--- src/hdl/msp_pkg.sv ---
// Shared constants, types and the motif classifier for the motif sync pair block.
package msp_pkg;

  // Sizing
  localparam int WINDOW_MAX  = 64;
  localparam int LAG_MAX     = 16;
  localparam int SAMPLE_BITS = 16;
  localparam int DEPTH       = WINDOW_MAX + LAG_MAX + 2;

  localparam int CNT_W  = $clog2(WINDOW_MAX + 1);
  localparam int K_W    = (WINDOW_MAX > 1) ? $clog2(WINDOW_MAX) : 1;
  localparam int LAG_W  = (LAG_MAX > 0) ? $clog2(LAG_MAX + 1) : 1;
  localparam int ADDR_W = $clog2(DEPTH);
  localparam int FILL_W = $clog2(DEPTH + 1);

  // Fixed field widths of the ports
  localparam int WLEN_W = 7;
  localparam int LREG_W = 5;
  localparam int THR_W  = 7;
  localparam int CIDX_W = 2;
  localparam int CDAT_W = 7;
  localparam int DIR_W  = 2;
  localparam int WGT_W  = 5;
  localparam int SYNC_W = 7;
  localparam int LAGO_W = 5;
  localparam int MOT_W  = 3;

  // Register indexes
  localparam logic [CIDX_W-1:0] CFG_WINDOW_LEN = 2'd0;
  localparam logic [CIDX_W-1:0] CFG_LAG_MIN    = 2'd1;
  localparam logic [CIDX_W-1:0] CFG_LAG_MAX    = 2'd2;
  localparam logic [CIDX_W-1:0] CFG_THRESHOLD  = 2'd3;

  // Register reset values
  localparam logic [WLEN_W-1:0] WINDOW_LEN_RST = 7'd64;
  localparam logic [LREG_W-1:0] LAG_MIN_RST    = 5'd0;
  localparam logic [LREG_W-1:0] LAG_MAX_RST    = 5'd16;
  localparam logic [THR_W-1:0]  THRESHOLD_RST  = 7'd32;

  // Motif codes
  localparam logic [MOT_W-1:0] MOT_ZERO   = 3'd0;
  localparam logic [MOT_W-1:0] MOT_FALL   = 3'd1;
  localparam logic [MOT_W-1:0] MOT_VALLEY = 3'd2;
  localparam logic [MOT_W-1:0] MOT_PEAK   = 3'd3;
  localparam logic [MOT_W-1:0] MOT_RISE   = 3'd4;
  localparam logic [MOT_W-1:0] MOT_OTHER  = 3'd5;

  // Direction codes
  localparam logic [DIR_W-1:0] DIR_NONE   = 2'd0;
  localparam logic [DIR_W-1:0] DIR_UNDIR  = 2'd1;
  localparam logic [DIR_W-1:0] DIR_X_LEAD = 2'd2;
  localparam logic [DIR_W-1:0] DIR_Y_LEAD = 2'd3;

  // Controller to datapath commands
  typedef struct packed {
    logic             load;         // store one sample pair
    logic             last_load;    // the stored pair closes the window
    logic             score_start;  // clear counters and bests
    logic             issue;        // read one window position
    logic [K_W-1:0]   k;            // window position
    logic [LAG_W-1:0] l;            // lag under test
    logic             lag_end;      // last position of this lag
    logic             result_load;  // capture the decision
  } ctrl_cmd_t;

  // Datapath to controller status
  typedef struct packed {
    logic [CNT_W-1:0] w_eff;
    logic [LAG_W-1:0] lag_min;
    logic [LAG_W-1:0] lmax_eff;
    logic             skip;         // no lag or no position to score
  } dp_stat_t;

  // Classify a run of three samples
  function automatic logic [MOT_W-1:0] motif_code(
    input logic signed [SAMPLE_BITS-1:0] a,
    input logic signed [SAMPLE_BITS-1:0] b,
    input logic signed [SAMPLE_BITS-1:0] c
  );
    logic [MOT_W-1:0] code;
    if (a > b && b > c)      code = MOT_FALL;
    else if (a > b && b < c) code = MOT_VALLEY;
    else if (a < b && b > c) code = MOT_PEAK;
    else if (a < b && b < c) code = MOT_RISE;
    else if (a == '0 && b == '0 && c == '0) code = MOT_ZERO;
    else code = MOT_OTHER;
    return code;
  endfunction

endpackage

--- src/hdl/motif_sync_pair.sv ---
// Top level of the motif synchronization block for one channel pair.
//
// Sample pairs stream in one per cycle while the input is open; each, while the
// store has room, is stored with its nonzero flags and the motif of the run it
// closes. The pair marked last starts scoring: the block walks every lag from
// lag_min to min(lag_max, 16) and, for each, every window position, one position
// per cycle through the two read ports of the motif store. A last pair thus keeps
// the input closed through the score walk, a drain step and the result load; the
// score walk is skipped when no lag or position is scored. The result sits in an
// output register, and samples of the next window are taken while it waits; a
// last pair whose scoring ends while an earlier result still waits holds the
// input closed until that result is taken. Configuration writes are taken at any
// time, one per cycle, and must only come while the block is idle.
module motif_sync_pair (
  input  logic                                   clk_i,
  input  logic                                   rst_ni,
  input  logic                                   cfg_valid_i,
  output logic                                   cfg_ready_o,
  input  logic [msp_pkg::CIDX_W-1:0]             cfg_index_i,
  input  logic [msp_pkg::CDAT_W-1:0]             cfg_data_i,
  input  logic                                   in_valid_i,
  output logic                                   in_ready_o,
  input  logic signed [msp_pkg::SAMPLE_BITS-1:0] sample_x_i,
  input  logic signed [msp_pkg::SAMPLE_BITS-1:0] sample_y_i,
  input  logic                                   last_i,
  output logic                                   out_valid_o,
  input  logic                                   out_ready_i,
  output logic                                   edge_res_o,
  output logic [msp_pkg::DIR_W-1:0]              direction_o,
  output logic [msp_pkg::WGT_W-1:0]              weight_o,
  output logic [msp_pkg::SYNC_W-1:0]             sync_xy_o,
  output logic [msp_pkg::SYNC_W-1:0]             sync_yx_o,
  output logic [msp_pkg::LAGO_W-1:0]             lag_xy_o,
  output logic [msp_pkg::LAGO_W-1:0]             lag_yx_o
);
  import msp_pkg::*;

  ctrl_cmd_t cmd;
  dp_stat_t  stat;

  // Registers accept every transfer
  assign cfg_ready_o = 1'b1;

  msp_ctrl u_ctrl (
    .clk_i       (clk_i),
    .rst_ni      (rst_ni),
    .in_valid_i  (in_valid_i),
    .last_i      (last_i),
    .out_ready_i (out_ready_i),
    .stat_i      (stat),
    .in_ready_o  (in_ready_o),
    .out_valid_o (out_valid_o),
    .cmd_o       (cmd)
  );

  msp_datapath u_datapath (
    .clk_i       (clk_i),
    .rst_ni      (rst_ni),
    .cfg_we_i    (cfg_valid_i && cfg_ready_o),
    .cfg_index_i (cfg_index_i),
    .cfg_data_i  (cfg_data_i),
    .sample_x_i  (sample_x_i),
    .sample_y_i  (sample_y_i),
    .cmd_i       (cmd),
    .stat_o      (stat),
    .edge_res_o  (edge_res_o),
    .direction_o (direction_o),
    .weight_o    (weight_o),
    .sync_xy_o   (sync_xy_o),
    .sync_yx_o   (sync_yx_o),
    .lag_xy_o    (lag_xy_o),
    .lag_yx_o    (lag_yx_o)
  );

endmodule

--- src/hdl/msp_ctrl.sv ---
// Controller: load, score walk over lags and positions, result hand-off.
module msp_ctrl (
  input  logic                clk_i,
  input  logic                rst_ni,
  input  logic                in_valid_i,
  input  logic                last_i,
  input  logic                out_ready_i,
  input  msp_pkg::dp_stat_t   stat_i,
  output logic                in_ready_o,
  output logic                out_valid_o,
  output msp_pkg::ctrl_cmd_t  cmd_o
);
  import msp_pkg::*;

  typedef enum logic [3:0] {
    ST_LOAD   = 4'b0001,
    ST_SCORE  = 4'b0010,
    ST_DRAIN  = 4'b0100,
    ST_FINISH = 4'b1000
  } state_e;

  state_e           state_q, state_d;
  logic [K_W-1:0]   k_q, k_d;
  logic [LAG_W-1:0] l_q, l_d;
  logic             out_valid_q, out_valid_d;
  logic             accept;
  logic             k_end;
  logic             out_free;

  assign accept   = in_valid_i && (state_q == ST_LOAD);
  assign k_end    = (CNT_W'(k_q) + CNT_W'(1)) == stat_i.w_eff;
  assign out_free = !out_valid_q || out_ready_i;

  // Sequence the window
  always_comb begin
    state_d     = state_q;
    k_d         = k_q;
    l_d         = l_q;
    out_valid_d = out_valid_q;
    cmd_o       = '0;
    cmd_o.k     = k_q;
    cmd_o.l     = l_q;

    // drop the result once it is taken
    if (out_valid_q && out_ready_i) begin
      out_valid_d = 1'b0;
    end

    case (state_q)
      ST_LOAD: begin
        cmd_o.load      = accept;
        cmd_o.last_load = accept && last_i;
        if (accept && last_i) begin
          cmd_o.score_start = 1'b1;
          k_d = '0;
          l_d = stat_i.lag_min;
          state_d = stat_i.skip ? ST_FINISH : ST_SCORE;
        end
      end
      ST_SCORE: begin
        cmd_o.issue   = 1'b1;
        cmd_o.lag_end = k_end;
        if (k_end) begin
          k_d = '0;
          if (l_q == stat_i.lmax_eff) begin
            state_d = ST_DRAIN;
          end else begin
            l_d = l_q + LAG_W'(1);
          end
        end else begin
          k_d = k_q + K_W'(1);
        end
      end
      ST_DRAIN: begin
        state_d = ST_FINISH;
      end
      ST_FINISH: begin
        if (out_free) begin
          cmd_o.result_load = 1'b1;
          out_valid_d = 1'b1;
          state_d = ST_LOAD;
        end
      end
      default: begin
        state_d = ST_LOAD;
      end
    endcase
  end

  // Hold state and loop counters
  always_ff @(posedge clk_i or negedge rst_ni) begin
    if (!rst_ni) begin
      state_q     <= ST_LOAD;
      k_q         <= '0;
      l_q         <= '0;
      out_valid_q <= 1'b0;
    end else begin
      state_q     <= state_d;
      k_q         <= k_d;
      l_q         <= l_d;
      out_valid_q <= out_valid_d;
    end
  end

  assign in_ready_o  = (state_q == ST_LOAD);
  assign out_valid_o = out_valid_q;

endmodule

--- src/hdl/msp_datapath.sv ---
// Datapath: registers, motif store, match counting, best tracking and decision.
module msp_datapath (
  input  logic                                   clk_i,
  input  logic                                   rst_ni,
  input  logic                                   cfg_we_i,
  input  logic [msp_pkg::CIDX_W-1:0]             cfg_index_i,
  input  logic [msp_pkg::CDAT_W-1:0]             cfg_data_i,
  input  logic signed [msp_pkg::SAMPLE_BITS-1:0] sample_x_i,
  input  logic signed [msp_pkg::SAMPLE_BITS-1:0] sample_y_i,
  input  msp_pkg::ctrl_cmd_t                     cmd_i,
  output msp_pkg::dp_stat_t                      stat_o,
  output logic                                   edge_res_o,
  output logic [msp_pkg::DIR_W-1:0]              direction_o,
  output logic [msp_pkg::WGT_W-1:0]              weight_o,
  output logic [msp_pkg::SYNC_W-1:0]             sync_xy_o,
  output logic [msp_pkg::SYNC_W-1:0]             sync_yx_o,
  output logic [msp_pkg::LAGO_W-1:0]             lag_xy_o,
  output logic [msp_pkg::LAGO_W-1:0]             lag_yx_o
);
  import msp_pkg::*;

  // Configuration registers
  logic [WLEN_W-1:0] window_len_q;
  logic [LREG_W-1:0] lag_min_q;
  logic [LREG_W-1:0] lag_max_q;
  logic [THR_W-1:0]  threshold_q;

  always_ff @(posedge clk_i or negedge rst_ni) begin
    if (!rst_ni) begin
      window_len_q <= WINDOW_LEN_RST;
      lag_min_q    <= LAG_MIN_RST;
      lag_max_q    <= LAG_MAX_RST;
      threshold_q  <= THRESHOLD_RST;
    end else if (cfg_we_i) begin
      case (cfg_index_i)
        CFG_WINDOW_LEN: window_len_q <= cfg_data_i[WLEN_W-1:0];
        CFG_LAG_MIN:    lag_min_q    <= cfg_data_i[LREG_W-1:0];
        CFG_LAG_MAX:    lag_max_q    <= cfg_data_i[LREG_W-1:0];
        CFG_THRESHOLD:  threshold_q  <= cfg_data_i[THR_W-1:0];
        default: ;
      endcase
    end
  end

  // Clamp the window and lag range
  logic [CNT_W-1:0] w_eff;
  logic [LAG_W-1:0] lmax_eff;

  assign w_eff    = (32'(window_len_q) > WINDOW_MAX) ? CNT_W'(WINDOW_MAX)
                                                     : CNT_W'(window_len_q);
  assign lmax_eff = (32'(lag_max_q) > LAG_MAX) ? LAG_W'(LAG_MAX) : LAG_W'(lag_max_q);

  assign stat_o.w_eff    = w_eff;
  assign stat_o.lmax_eff = lmax_eff;
  assign stat_o.lag_min  = LAG_W'(lag_min_q);
  assign stat_o.skip     = (w_eff == '0) || (32'(lag_min_q) > 32'(lmax_eff));

  // Sample history and fill count
  logic signed [SAMPLE_BITS-1:0] hx0_q, hx1_q, hy0_q, hy1_q;
  logic [FILL_W-1:0]             fill_q;
  logic                          room;
  logic [MOT_W-1:0]              mot_x_new, mot_y_new;

  assign room      = 32'(fill_q) < DEPTH;
  assign mot_x_new = motif_code(hx1_q, hx0_q, sample_x_i);
  assign mot_y_new = motif_code(hy1_q, hy0_q, sample_y_i);

  always_ff @(posedge clk_i or negedge rst_ni) begin
    if (!rst_ni) begin
      hx0_q  <= '0;
      hx1_q  <= '0;
      hy0_q  <= '0;
      hy1_q  <= '0;
      fill_q <= '0;
    end else begin
      if (cmd_i.load) begin
        if (cmd_i.last_load) begin
          hx0_q <= '0;
          hx1_q <= '0;
          hy0_q <= '0;
          hy1_q <= '0;
        end else begin
          hx0_q <= sample_x_i;
          hx1_q <= hx0_q;
          hy0_q <= sample_y_i;
          hy1_q <= hy0_q;
        end
        if (room) begin
          fill_q <= fill_q + FILL_W'(1);
        end
      end else if (cmd_i.result_load) begin
        fill_q <= '0;
      end
    end
  end

  // Motif and nonzero stores: one write, registered reads
  logic [2*MOT_W-1:0] mot_mem [DEPTH];
  logic [1:0]         nz_mem  [DEPTH];
  logic [2*MOT_W-1:0] mot_k_q, mot_p_q;
  logic [1:0]         nz_p_q;
  logic [ADDR_W-1:0]  addr_k, addr_p;

  assign addr_k = ADDR_W'(cmd_i.k);
  assign addr_p = ADDR_W'(cmd_i.k) + ADDR_W'(cmd_i.l);

  always_ff @(posedge clk_i) begin
    if (cmd_i.load && room) begin
      nz_mem[fill_q[ADDR_W-1:0]] <= {sample_x_i != '0, sample_y_i != '0};
      if (fill_q >= FILL_W'(2)) begin
        mot_mem[ADDR_W'(fill_q - FILL_W'(2))] <= {mot_x_new, mot_y_new};
      end
    end
    mot_k_q <= mot_mem[addr_k];
    mot_p_q <= mot_mem[addr_p];
    nz_p_q  <= nz_mem[addr_p];
  end

  // Read-stage side information
  logic             s1_vld_q, s1_lag_end_q;
  logic             s1_okk_q, s1_okp_q, s1_nzok_q;
  logic [LAG_W-1:0] s1_l_q;

  always_ff @(posedge clk_i or negedge rst_ni) begin
    if (!rst_ni) begin
      s1_vld_q     <= 1'b0;
      s1_lag_end_q <= 1'b0;
    end else begin
      s1_vld_q     <= cmd_i.issue;
      s1_lag_end_q <= cmd_i.lag_end;
    end
  end

  always_ff @(posedge clk_i) begin
    s1_okk_q  <= (FILL_W'(addr_k) + FILL_W'(2)) < fill_q;
    s1_okp_q  <= (FILL_W'(addr_p) + FILL_W'(2)) < fill_q;
    s1_nzok_q <= FILL_W'(addr_p) < fill_q;
    s1_l_q    <= cmd_i.l;
  end

  // Count matches and keep the first maximum per direction
  logic [MOT_W-1:0] mxk, myk, mxp, myp;
  logic             eq_xy, eq_yx, flat_n;
  logic [CNT_W-1:0] cnt_xy_q, cnt_yx_q, cxy_n, cyx_n, fin_xy, fin_yx;
  logic             flat_q;
  logic [CNT_W-1:0] best_xy_q, best_yx_q;
  logic [LAG_W-1:0] tau_xy_q, tau_yx_q;

  assign mxk    = s1_okk_q ? mot_k_q[2*MOT_W-1:MOT_W] : MOT_ZERO;
  assign myk    = s1_okk_q ? mot_k_q[MOT_W-1:0]       : MOT_ZERO;
  assign mxp    = s1_okp_q ? mot_p_q[2*MOT_W-1:MOT_W] : MOT_ZERO;
  assign myp    = s1_okp_q ? mot_p_q[MOT_W-1:0]       : MOT_ZERO;
  assign eq_xy  = (mxk == myp);
  assign eq_yx  = (myk == mxp);
  assign cxy_n  = cnt_xy_q + CNT_W'(eq_xy);
  assign cyx_n  = cnt_yx_q + CNT_W'(eq_yx);
  assign flat_n = flat_q || !(s1_nzok_q && nz_p_q[1] && nz_p_q[0]);
  assign fin_xy = flat_n ? '0 : cxy_n;
  assign fin_yx = flat_n ? '0 : cyx_n;

  always_ff @(posedge clk_i or negedge rst_ni) begin
    if (!rst_ni) begin
      cnt_xy_q  <= '0;
      cnt_yx_q  <= '0;
      flat_q    <= 1'b0;
      best_xy_q <= '0;
      best_yx_q <= '0;
      tau_xy_q  <= '0;
      tau_yx_q  <= '0;
    end else if (cmd_i.score_start) begin
      cnt_xy_q  <= '0;
      cnt_yx_q  <= '0;
      flat_q    <= 1'b0;
      best_xy_q <= '0;
      best_yx_q <= '0;
      tau_xy_q  <= '0;
      tau_yx_q  <= '0;
    end else if (s1_vld_q) begin
      if (s1_lag_end_q) begin
        cnt_xy_q <= '0;
        cnt_yx_q <= '0;
        flat_q   <= 1'b0;
        if (fin_xy > best_xy_q) begin
          best_xy_q <= fin_xy;
          tau_xy_q  <= s1_l_q;
        end
        if (fin_yx > best_yx_q) begin
          best_yx_q <= fin_yx;
          tau_yx_q  <= s1_l_q;
        end
      end else begin
        cnt_xy_q <= cxy_n;
        cnt_yx_q <= cyx_n;
        flat_q   <= flat_n;
      end
    end
  end

  // Decide edge, direction and weight
  logic             edge_d, x_wins;
  logic [LAG_W-1:0] win_tau;
  logic [DIR_W-1:0] dir_d;
  logic [WGT_W-1:0] wgt_d;

  always_comb begin
    edge_d  = (32'(best_xy_q) >= 32'(threshold_q)) || (32'(best_yx_q) >= 32'(threshold_q));
    x_wins  = (best_xy_q > best_yx_q) || ((best_xy_q == best_yx_q) && (tau_xy_q < tau_yx_q));
    win_tau = x_wins ? tau_xy_q : tau_yx_q;
    dir_d   = DIR_NONE;
    wgt_d   = '0;
    if (edge_d) begin
      if (win_tau == '0) begin
        dir_d = DIR_UNDIR;
        wgt_d = WGT_W'(1);
      end else begin
        dir_d = x_wins ? DIR_X_LEAD : DIR_Y_LEAD;
        wgt_d = WGT_W'(win_tau) + WGT_W'(1);
      end
    end
  end

  // Result register
  always_ff @(posedge clk_i) begin
    if (cmd_i.result_load) begin
      edge_res_o  <= edge_d;
      direction_o <= dir_d;
      weight_o    <= wgt_d;
      sync_xy_o   <= SYNC_W'(best_xy_q);
      sync_yx_o   <= SYNC_W'(best_yx_q);
      lag_xy_o    <= LAGO_W'(tau_xy_q);
      lag_yx_o    <= LAGO_W'(tau_yx_q);
    end
  end

endmodule

--- config.mk ---
export PLATFORM = sky130hd
export DESIGN_NAME = motif_sync_pair
export DESIGN_NICKNAME = d
export VERILOG_FILES = /design/src/hdl/msp_pkg.sv /design/src/hdl/motif_sync_pair.sv /design/src/hdl/msp_ctrl.sv /design/src/hdl/msp_datapath.sv
export SDC_FILE = /design/constraint.sdc
export NUM_CORES = 1
export LEC_CHECK = 0
export BUFFER_PORTS_ARGS = -buffer_cell sky130_fd_sc_hd__buf_2
export CAP_MARGIN = 20
export CORE_ASPECT_RATIO = 0.5
export CORE_UTILIZATION = 40
export DETAILED_ROUTE_END_ITERATION = 8
export GPL_ROUTABILITY_DRIVEN = 0
export PLACE_DENSITY = 0.61
export SKIP_CTS_REPAIR_TIMING = 1
export SLEW_MARGIN = 25
export SYNTH_ARGS = -nofsm -noshare
export SYNTH_HDL_FRONTEND = slang
export SYNTH_SLANG_ARGS = --single-unit
--- constraint.sdc ---
create_clock -name clk_i -period 6.65 [get_ports clk_i]
set_input_delay 0.3325 -clock clk_i [delete_from_list [all_inputs] [get_ports clk_i]]
set_output_delay 0.3325 -clock clk_i [all_outputs]
set_load 0.02 [all_outputs]
==> results of run 1 <==
state kept, by name, summed over array words and instances, names as in the netlist, 6 cells and up:
name                     cells
u_ctrl.k_q                   6
u_datapath.best_xy_q         7
u_datapath.best_yx_q         7
u_datapath.cnt_xy_q          7
u_datapath.cnt_yx_q          7
u_datapath.fill_q            7
u_datapath.hx0_q            16
u_datapath.hx1_q            16
u_datapath.hy0_q            16
u_datapath.hy1_q            16
u_datapath.mot_k_q           6
u_datapath.mot_mem         492
u_datapath.mot_p_q           6
u_datapath.nz_mem          164
u_datapath.sync_xy_o         7
u_datapath.sync_yx_o         7
u_datapath.threshold_q       7
u_datapath.window_len_q      7
cells by family after synthesis:
kind of cell,Yosys count,share of synthesized area
flip-flops,862,0.602
buffers and inverters,287,0.0277
adder cells (fa/ha/maj),144,0.0437
other,2,0.000181
multiplexers,360,0.162
AND/OR/NAND/NOR,857,0.0939
AO/OA/AOI/OAI,391,0.0619
XOR/XNOR,40,0.00880
layout make-up:
cell class	instances	share of cell area
Inverter	120	0.00969
Tap cell	1344	0.0362
Antenna cell	1	0.0000539
Timing Repair Buffer	154	0.0243
Sequential cell	862	0.536
Clock buffer	114	0.0512
Clock inverter	43	0.00835
Multi-Input combinational cell	1805	0.334
stage by stage:
step / cells / util / worst slack (ps) / cell area [µm²]
floorplan: 2954 / - / 1700 / 41400
global placement: 4245 / 0.427 / 2250 / 43300
detailed placement: 4245 / 0.427 / 2230 / 43300
CTS: 4402 / 0.454 / 2170 / 46000
global route: 4443 / 0.458 / 1600 / 46500
finish: 4443 / 0.458 / 2040 / 46500
metal layers:
metal  global-route usage  up-vias  part of all wire
li1                     -    11510                 -
met1                0.295    13229              0.44
met2                0.314      925              0.46
met3               0.0413      145             0.076
met4               0.0583        0             0.022
met5                    0        -                 0
power by group through the flow:
stage	sequential [µW]	combinational, µW	clock (µW)
3_5_place_dp	6440	10100	0
4_1_cts	6330	10200	4920
2_1_floorplan	6270	7160	0
6_report	6330	10200	4860
5_1_grt	6360	10900	5110
3_3_place_gp	6430	10100	0
worst reg2reg max path, delay by kind of cell, from the launching register on:
kind	cells	cell delay, ps
simple gates	7	1700
compound gates	6	1230
xor+xnor	2	360
fa+ha+maj	3	840
flops	1	380
Yosys cell counts, types with 74 or more instances:
cell / count
sky130_fd_sc_hd__mux4_2: 244
sky130_fd_sc_hd__mux2i_1: 82
sky130_fd_sc_hd__dfrtp_1: 148
sky130_fd_sc_hd__nand3_1: 123
sky130_fd_sc_hd__ha_1: 143
sky130_fd_sc_hd__edfxtp_1: 688
sky130_fd_sc_hd__inv_1: 114
sky130_fd_sc_hd__nor2_1: 244
sky130_fd_sc_hd__o31ai_1: 79
sky130_fd_sc_hd__nand2_1: 309
sky130_fd_sc_hd__a21oi_1: 74
sky130_fd_sc_hd__clkbuf_1: 112
worst paths after layout:
path | endpoint | slack [ps]
max | u_datapath.best_xy_q[6] | 2040
min | u_datapath.hx0_q[4] | -7
max reg2reg | u_datapath.best_xy_q[6] | 2040
min reg2reg | u_datapath.flat_q | 510
max in group asynchronous | u_datapath.cnt_xy_q[5] | 5340
min in group asynchronous | u_datapath.hy0_q[3] | 170
==> results.md, run 1 <==
- For the final routed database, the setup TNS stands at 0 ps.
- The global route total overflow is 0.
- The share of synthesized area in the top cell type comes to 0.499.
- The type of destination of the critical path is a flip-flop.
- The area growth from synthesis to layout is 12.3%.
- Of the available clock period, the critical path in the final layout requires 0.693.
- The number of flip-flops and latches in the synthesized netlist is 862.
- The number of buffers inserted during clock tree synthesis is 85.
- For this run, the register share of the synthesized area comes to 0.602.
- The startpoint of the most critical register-to-register path is u_datapath.mot_p_q[2].
- The combinational share of power is 0.476.
- On the final layout, the worst clock skew is 29.5 ps.
- Power spread over the standard cell area amounts to 459 nW/µm².
- The overall die height is 229 µm.
- The cell family contributing the most delay on the critical path is simple AND/OR/NAND/NOR gates.
- The clock tree from TritonCTS is done.
- The slew at the pin with the worst max-slew slack is 1100 ps.
- The fraction of final layout cells sized beyond drive strength 1 is 0.184.
- Of all flip-flops after synthesis, the portion carrying an async set or reset was 0.176.
- Summing all multi-input logic gate instances after layout gives 15500 µm².
- Counting along the longest clock path gives a buffer depth of 3.
- Across all layers, the routed design uses 25809 vias.
- The via count of the first global-routing pass is between 20000 and 30000.
- The cell at the root of the clock tree is sky130_fd_sc_hd__clkbuf_16.
- Of the total power, registers draw 0.296.
- The fmax is 217 MHz.
- Of all nets on the critical path, the largest fanout is 14.
- Across the whole layout, storage elements account for around 25000 µm².
- Detailed placement finished with a half-perimeter wire length of 69200 µm.
- The number of buffers and inverters on the critical path is 0.
- The routed design has 107000 µm of wire.
- The total setup violations reported at the end of the flow is 0.
- Before antenna repair, the detailed router went through 5 iterations.
- The element type at the critical path start is a flip-flop.
- The count of input and output buffers is 80.
- Power comes to 21300 µW.
- After clock tree synthesis, the clock-pin slew on the worst setup and hold paths is about 60 ps.
- The H-tree was split into 3 levels.
- The die covers 105000 µm².
- The filler cells instantiated in the layout total between 8000 and 9000.
- The checks that failed: negative hold slack.
- The flow ran to the end, but the final reports show violations.
- The worst setup path is of the reg -> reg kind.
- The signal on the critical path passes through xnor2_1 -> nand3_1 -> o31ai_1 -> a32oi_1 -> nor2_1 -> ha_1 -> ha_1 -> nand3_1 -> xor2_1 -> nor2_1 -> ha_1 -> a21o_1 -> a21oi_1 -> nor2b_1 -> o31ai_2 -> and2_0 -> nand2_1 -> o31ai_1.
- In this run the tightest slew margin relative to its limit is 0.266.
- The maximum number of pins on one net before global-route repair is 93.
- The instance count on the critical path is 18.
- In this run the core area contains 82 standard-cell rows.
- The largest single stage delay on the critical path is 640 ps.
- The final critical-path required period is 4610 ps.
- The first-iteration detailed-routing DRC count is between 2000 and 3000.
- The critical path startpoint is u_datapath.mot_p_q[2].
- The internal portion of the total power is 12900 µW.
- Dividing the detail-routed wire length by the instance count gives between 20 and 25 µm.
- Pin placement for this block handled 82 I/O pins.
- The total track usage is 0.205.
- From left edge to right edge, the die measures 457 µm.
- The worst endpoint data arrival time is 5170 ps.
- For this run, design rule violations remaining after detail routing come to 0.
- The worst hold path passes through 3 cells.
- The power spent charging and discharging nets is roughly 8500 µW.
- The startpoint of the tightest hold check path is sample_x_i[4].
- Counting every sink on the clock net gives 862.
- In this run, synthesis inferred approximately 700 flip-flops with an integrated enable.
- Of the total power, the share spent switching nets is 0.398.
- The worst voltage drop across the vdd grid is 0.641 mV.
- Using the TritonRoute via totals, the vias-per-cell ratio works out to 5.81.
- The top cell types in the final layout, fill and taps aside, are sky130_fd_sc_hd__edfxtp_1 (688), sky130_fd_sc_hd__nand2_1 (308), sky130_fd_sc_hd__mux4_2 (244).
- The count of mapped cells out of synthesis is between 2000 and 3000.
- Summed over all cells, the static leakage comes to 0.0169 µW.
- The insertion delay to the later sink of the worst-skew pair is 680 ps.
- The depth of the worst register-to-register path is 18.
- The number of slew-limit violations in the final report is 0.
- The number of antenna violations at the first check in global routing is 3.
- In this run, distinct cell masters in the synthesized netlist total 83.
- The number of hold-slack violations in the final timing report is 1.
- The most numerous cell type found on the critical path is sky130_fd_sc_hd__ha_1.
- The power share of the clock group is 0.227.
- The core region area is 101000 µm².
- For this run, the post-layout net count is 3219.
- Max-cap violations in this run came to 0.
- Leaving out fill and tap cells, the most frequent cell in the layout is sky130_fd_sc_hd__edfxtp_1.
- Setup repair after global routing left no endpoint under its margin.
- The cell area after synthesis is 41400 µm².
- Of all cell types, the one taking the most synthesized area is sky130_fd_sc_hd__edfxtp_1.
- For this run, the leading register cell type out of synthesis is sky130_fd_sc_hd__edfxtp_1.
- The worst min-delay path class is in -> reg.
- The critical path data required time is 7210 ps.
- The cell with the largest stage delay on the worst path is sky130_fd_sc_hd__o31ai_2.
- On the final layout, the worst hold slack is -7.43 ps.
- Sorting the synthesized cells by area gives the leading types as sky130_fd_sc_hd__edfxtp_1 (50%), sky130_fd_sc_hd__mux4_2 (13%), sky130_fd_sc_hd__dfrtp_1 (8.9%), sky130_fd_sc_hd__ha_1 (4.3%), sky130_fd_sc_hd__nand2_1 (2.8%).
- The number of nets still failing antenna checks after routing is 0.
- The first global-routing pass estimated 162000 µm of wire.
- The yosys synthesis warning count is 0.
- After synthesis, the mean cell area works out to 14.1 µm².
- The initial cell density of the core is 0.408.
(Power assumes the default switching activity.)
==> run 2: changes to the inputs <==
--- a/config.mk
+++ b/config.mk
@@ -11,7 +11,7 @@
 export CORE_UTILIZATION = 40
 export DETAILED_ROUTE_END_ITERATION = 8
 export GPL_ROUTABILITY_DRIVEN = 0
-export PLACE_DENSITY = 0.61
+export PLACE_DENSITY = 0.63
 export SKIP_CTS_REPAIR_TIMING = 1
 export SLEW_MARGIN = 25
 export SYNTH_ARGS = -nofsm -noshare
==> constraint.sdc (replaced) <==
create_clock -name clk_i -period 3.8 [get_ports clk_i]
set_input_delay 0.19 -clock clk_i [delete_from_list [all_inputs] [get_ports clk_i]]
set_output_delay 0.19 -clock clk_i [all_outputs]
set_load 0.02 [all_outputs]
==> run 2 against run 1 <==
  * The run now ends clean
  * Core utilization is 0.97 points higher
  * Final cell count is 2.1% higher
  * First-iteration DRC count is 18% higher
  * Fmax rose by 31%
  * Sequential share of layout area decreased by 1.1 points
  * Wire length up 0.52%
  * Register-to-register slack got worse by 1800 ps
  * Clock power grew 77%
  * Largest cell class unchanged
==> results.md, run 2 (synthesis gave the netlist of run 1 again) <==
- The internal cell power is 23300 µW (+81%).
- The number of buffers inserted during clock tree synthesis is 82 (-3.5%).
- The clock-pin transition on the worst setup and hold timing paths is 60 ps (about the same).
- Leaving out fill and tap cells, the most frequent cell in the layout is sky130_fd_sc_hd__edfxtp_1.
- The most common cell type on the critical path is sky130_fd_sc_hd__a21o_1.
- The number of nets in the finished design is 3317 (+3.0%).
- The detailed-router iteration count before antenna repair is 6 (+1).
- The delay contributed by the slowest stage of the critical path was 1030 ps (+390 ps).
- The minimum setup slack after placement is 213 ps (-2010 ps).
- The final worst-path setup slack is 275 ps (-1770 ps).
- Leaving out fill and tap cells, the most frequent cells in the layout are sky130_fd_sc_hd__edfxtp_1 (688), sky130_fd_sc_hd__nand2_1 (308), sky130_fd_sc_hd__mux4_2 (244).
- The count of input and output buffers is 80 (unchanged).
- The signal on the critical path passes through ha_4 -> fa_4 -> buf_12 -> ha_1 -> a21o_1 -> a21o_1 -> a21o_1 -> a21oi_1 -> nor2_1 -> a211oi_1.
- The number of nets still failing antenna checks after routing is 0 (unchanged).
- The total setup violations reported at the end of the flow is 0 (unchanged).
- The fmax is 284 MHz (+31%).
- The maximum number of pins on one net before global-route repair is 104 (+12%).
- The relative slew slack is 0.308 (+0.0425).
- The number of hold-slack violations in the final timing report is 0 (-1).
- The insertion delay to the later sink of the worst-skew pair is 680 ps (about the same).
- The die outline area was 105000 µm² (unchanged).
- The number of buffers and inverters on the critical path was 1 (+1).
- The core region area came to 101000 µm² (unchanged).
- The critical path data required time was 4320 ps (-2890 ps).
- The largest delay contributor family on the critical path is adder cells.
- The cell count after placement is 4344 (+2.3%).
- The number of violations of the max-capacitance limit is 0 (unchanged).
- The element type at the critical path start is a flip-flop.
- The part of the total power dissipated in sequential elements is 0.284 (-0.012).
- The clock tree from TritonCTS is done.
- The fraction of final layout cells sized beyond drive strength 1 is 0.206 (+0.0223).
- The total track usage is 0.206 (+0.000685).
- The final critical-path required period came to 3520 ps (-1080 ps).
- The first-iteration detailed-routing DRC count is 3023 (+18%).
- The power share of the clock group was 0.224 (-0.003).
- The switching share of power came to 0.395 (-0.00236).
- Compared with the post-synthesis result, the final layout area differs by 14.7%.
- The number of slew-limit violations in the final report is 0 (unchanged).
- The post-route clock skew was 18.6 ps (-10.9 ps).
- The number of inserted diodes is 0 (-1).
- The level count of the clock H-tree is 3 (unchanged).
- The maximum fanout count along the critical path is 25 (+11).
- The combinational share of power was 0.492 (+0.016).
- The slew at the pin with the worst max-slew slack is 1040 ps (-63.8 ps).
- The static leakage is 0.0175 µW (+3.4%).
- The number of fill cells in the layout is 8775 (-1.3%).
- The final clock period utilization by the worst path is 0.928 (+0.235).
- The number of sinks handled by clock tree synthesis was 862 (unchanged).
- More flip-flops sit in one register than any other, and that register is u_datapath.mot_mem.
- The maximum buffer depth of the clock tree is 3 (unchanged).
- Setup repair after global routing left no endpoint under its margin.
- The routed length per placed instance is 23.7 µm (-1.6%).
- The ratio of total power to cell area is 811 nW/µm² (+77%).
- The via-per-instance ratio came to 5.77 (-0.67%).
- The worst setup path is captured at a flip-flop.
- The slack of the worst reg-to-reg path is 280 ps (-1770 ps).
- The number of remaining DRC errors is 0 (unchanged).
- The overall power is 38500 µW (+80%).
- The worst setup path is of the reg -> reg kind.
- The die width is 457 µm (unchanged).
- The global route total overflow is 0 (unchanged).
- The power spent charging and discharging nets is 15200 µW (+79%).
- The global-route wire length before repair was 163000 µm (+0.58%).
- The worst min-delay path class is in -> reg.
- The number of flip-flops under the largest register name came to 492 (unchanged).
- The cell with the largest stage delay on the worst path is sky130_fd_sc_hd__fa_4.
- The worst voltage drop across the vdd grid is 0.919 mV (+43%).
- The number of top-level pins is 82 (unchanged).
- CTS placed an instance of sky130_fd_sc_hd__clkbuf_16 at the clock tree root.
- The count of standard-cell rows came to 82 (unchanged).
- The number of antenna violations at the first check in global routing came to 2 (-1).
- The setup total negative slack is 0 ps (unchanged).
- The worst endpoint data arrival time was 4050 ps (-1120 ps).
- The overall die height is 229 µm (unchanged).
- The via count of the first global-routing pass is 26613 (+3.3%).
- The initial cell density of the core is 0.408 (unchanged).
- The wire length reported by the detailed router is 108000 µm (+0.52%).
- The number of non-filler instances in the completed layout is 4538 (+2.1%).
- The HPWL after detailed placement is 70500 µm (+2.0%).
- The total number of vias is 26183 (+1.4%).
- The utilization after layout came to 0.468 (+0.00966).
- The flow ran to the end, and the final reports show no timing, DRC or antenna violations.
==> run 2: cell types whose count changed in the layout (fill, tap and decap cells not counted), moves of 3 or more <==
cell / change
sky130_fd_sc_hd__buf_4: +82
sky130_fd_sc_hd__buf_12: +17
sky130_fd_sc_hd__clkbuf_8: -8
sky130_fd_sc_hd__bufinv_16: +6
sky130_fd_sc_hd__clkinv_2: -4
sky130_fd_sc_hd__dlygate4sd3_1: +4
sky130_fd_sc_hd__clkbuf_1: +3
sky130_fd_sc_hd__inv_6: -3
==> run 2: metal layers <==
metal  vias to the layer above  wire [µm]  global-route usage
met2                      1003      49600               0.321
met4                         2       2850              0.0615
met1                     13304      45900               0.285
li1                      11693          -                   -
met5                         -         20                   0
met3                       181       9310              0.0491
==> run 2: worst paths after layout <==
path	cells past startpoint	from	endpoint
hold reg to reg	2	u_datapath.flat_q	u_datapath.flat_q
setup / recovery	10	u_ctrl.k_q[0]	u_datapath.s1_nzok_q
setup reg to reg	10	u_ctrl.k_q[0]	u_datapath.s1_nzok_q
min in group asynchronous	2	rst_ni	u_datapath.hy0_q[1]
hold / removal	3	cfg_index_i[0]	u_datapath.window_len_q[0]
max in group asynchronous	3	rst_ni	u_datapath.window_len_q[6]
==> run 2: layout make-up <==
| cell class | count | area (µm²) | area share |
|---|---|---|---|
| clock buffers | 109 | 2260 | 0.0477 |
| inverters | 120 | 450 | 0.00949 |
| multi-input cells | 1805 | 15500 | 0.327 |
| flip-flops and latches | 862 | 24900 | 0.525 |
| repair buffers | 255 | 2090 | 0.0440 |
| well taps | 1344 | 1680 | 0.0354 |
| clock inverters | 43 | 531 | 0.0112 |
==> run 2: worst register-to-register path, stage by stage (launching register included) <==
cell and delay, ps:
sky130_fd_sc_hd__dfrtp_4 550, sky130_fd_sc_hd__ha_4 190, sky130_fd_sc_hd__fa_4 1030, sky130_fd_sc_hd__buf_12 260
sky130_fd_sc_hd__ha_1 290, sky130_fd_sc_hd__a21o_1 160, sky130_fd_sc_hd__a21o_1 170, sky130_fd_sc_hd__a21o_1 160
sky130_fd_sc_hd__a21oi_1 150, sky130_fd_sc_hd__nor2_1 70, sky130_fd_sc_hd__a211oi_1 360
==> run 2: metrics by stage <==
step	area [µm²]	hold slack (ps)
4_1_cts	47000	-439
3_5_place_dp	44200	283
2_1_floorplan	41500	-106
6_report	47400	11.4
3_3_place_gp	44200	284
5_1_grt	47400	12.8
==> run 2: power groups by stage <==
stage / sequential (µW) / combinational [µW] / clock, µW
finish: 10900 / 18900 / 8620
global route: 11000 / 20200 / 9070
CTS: 10900 / 18800 / 8740
detailed placement: 11100 / 18700 / 0
global placement: 11100 / 18600 / 0
floorplan: 11000 / 12500 / 0
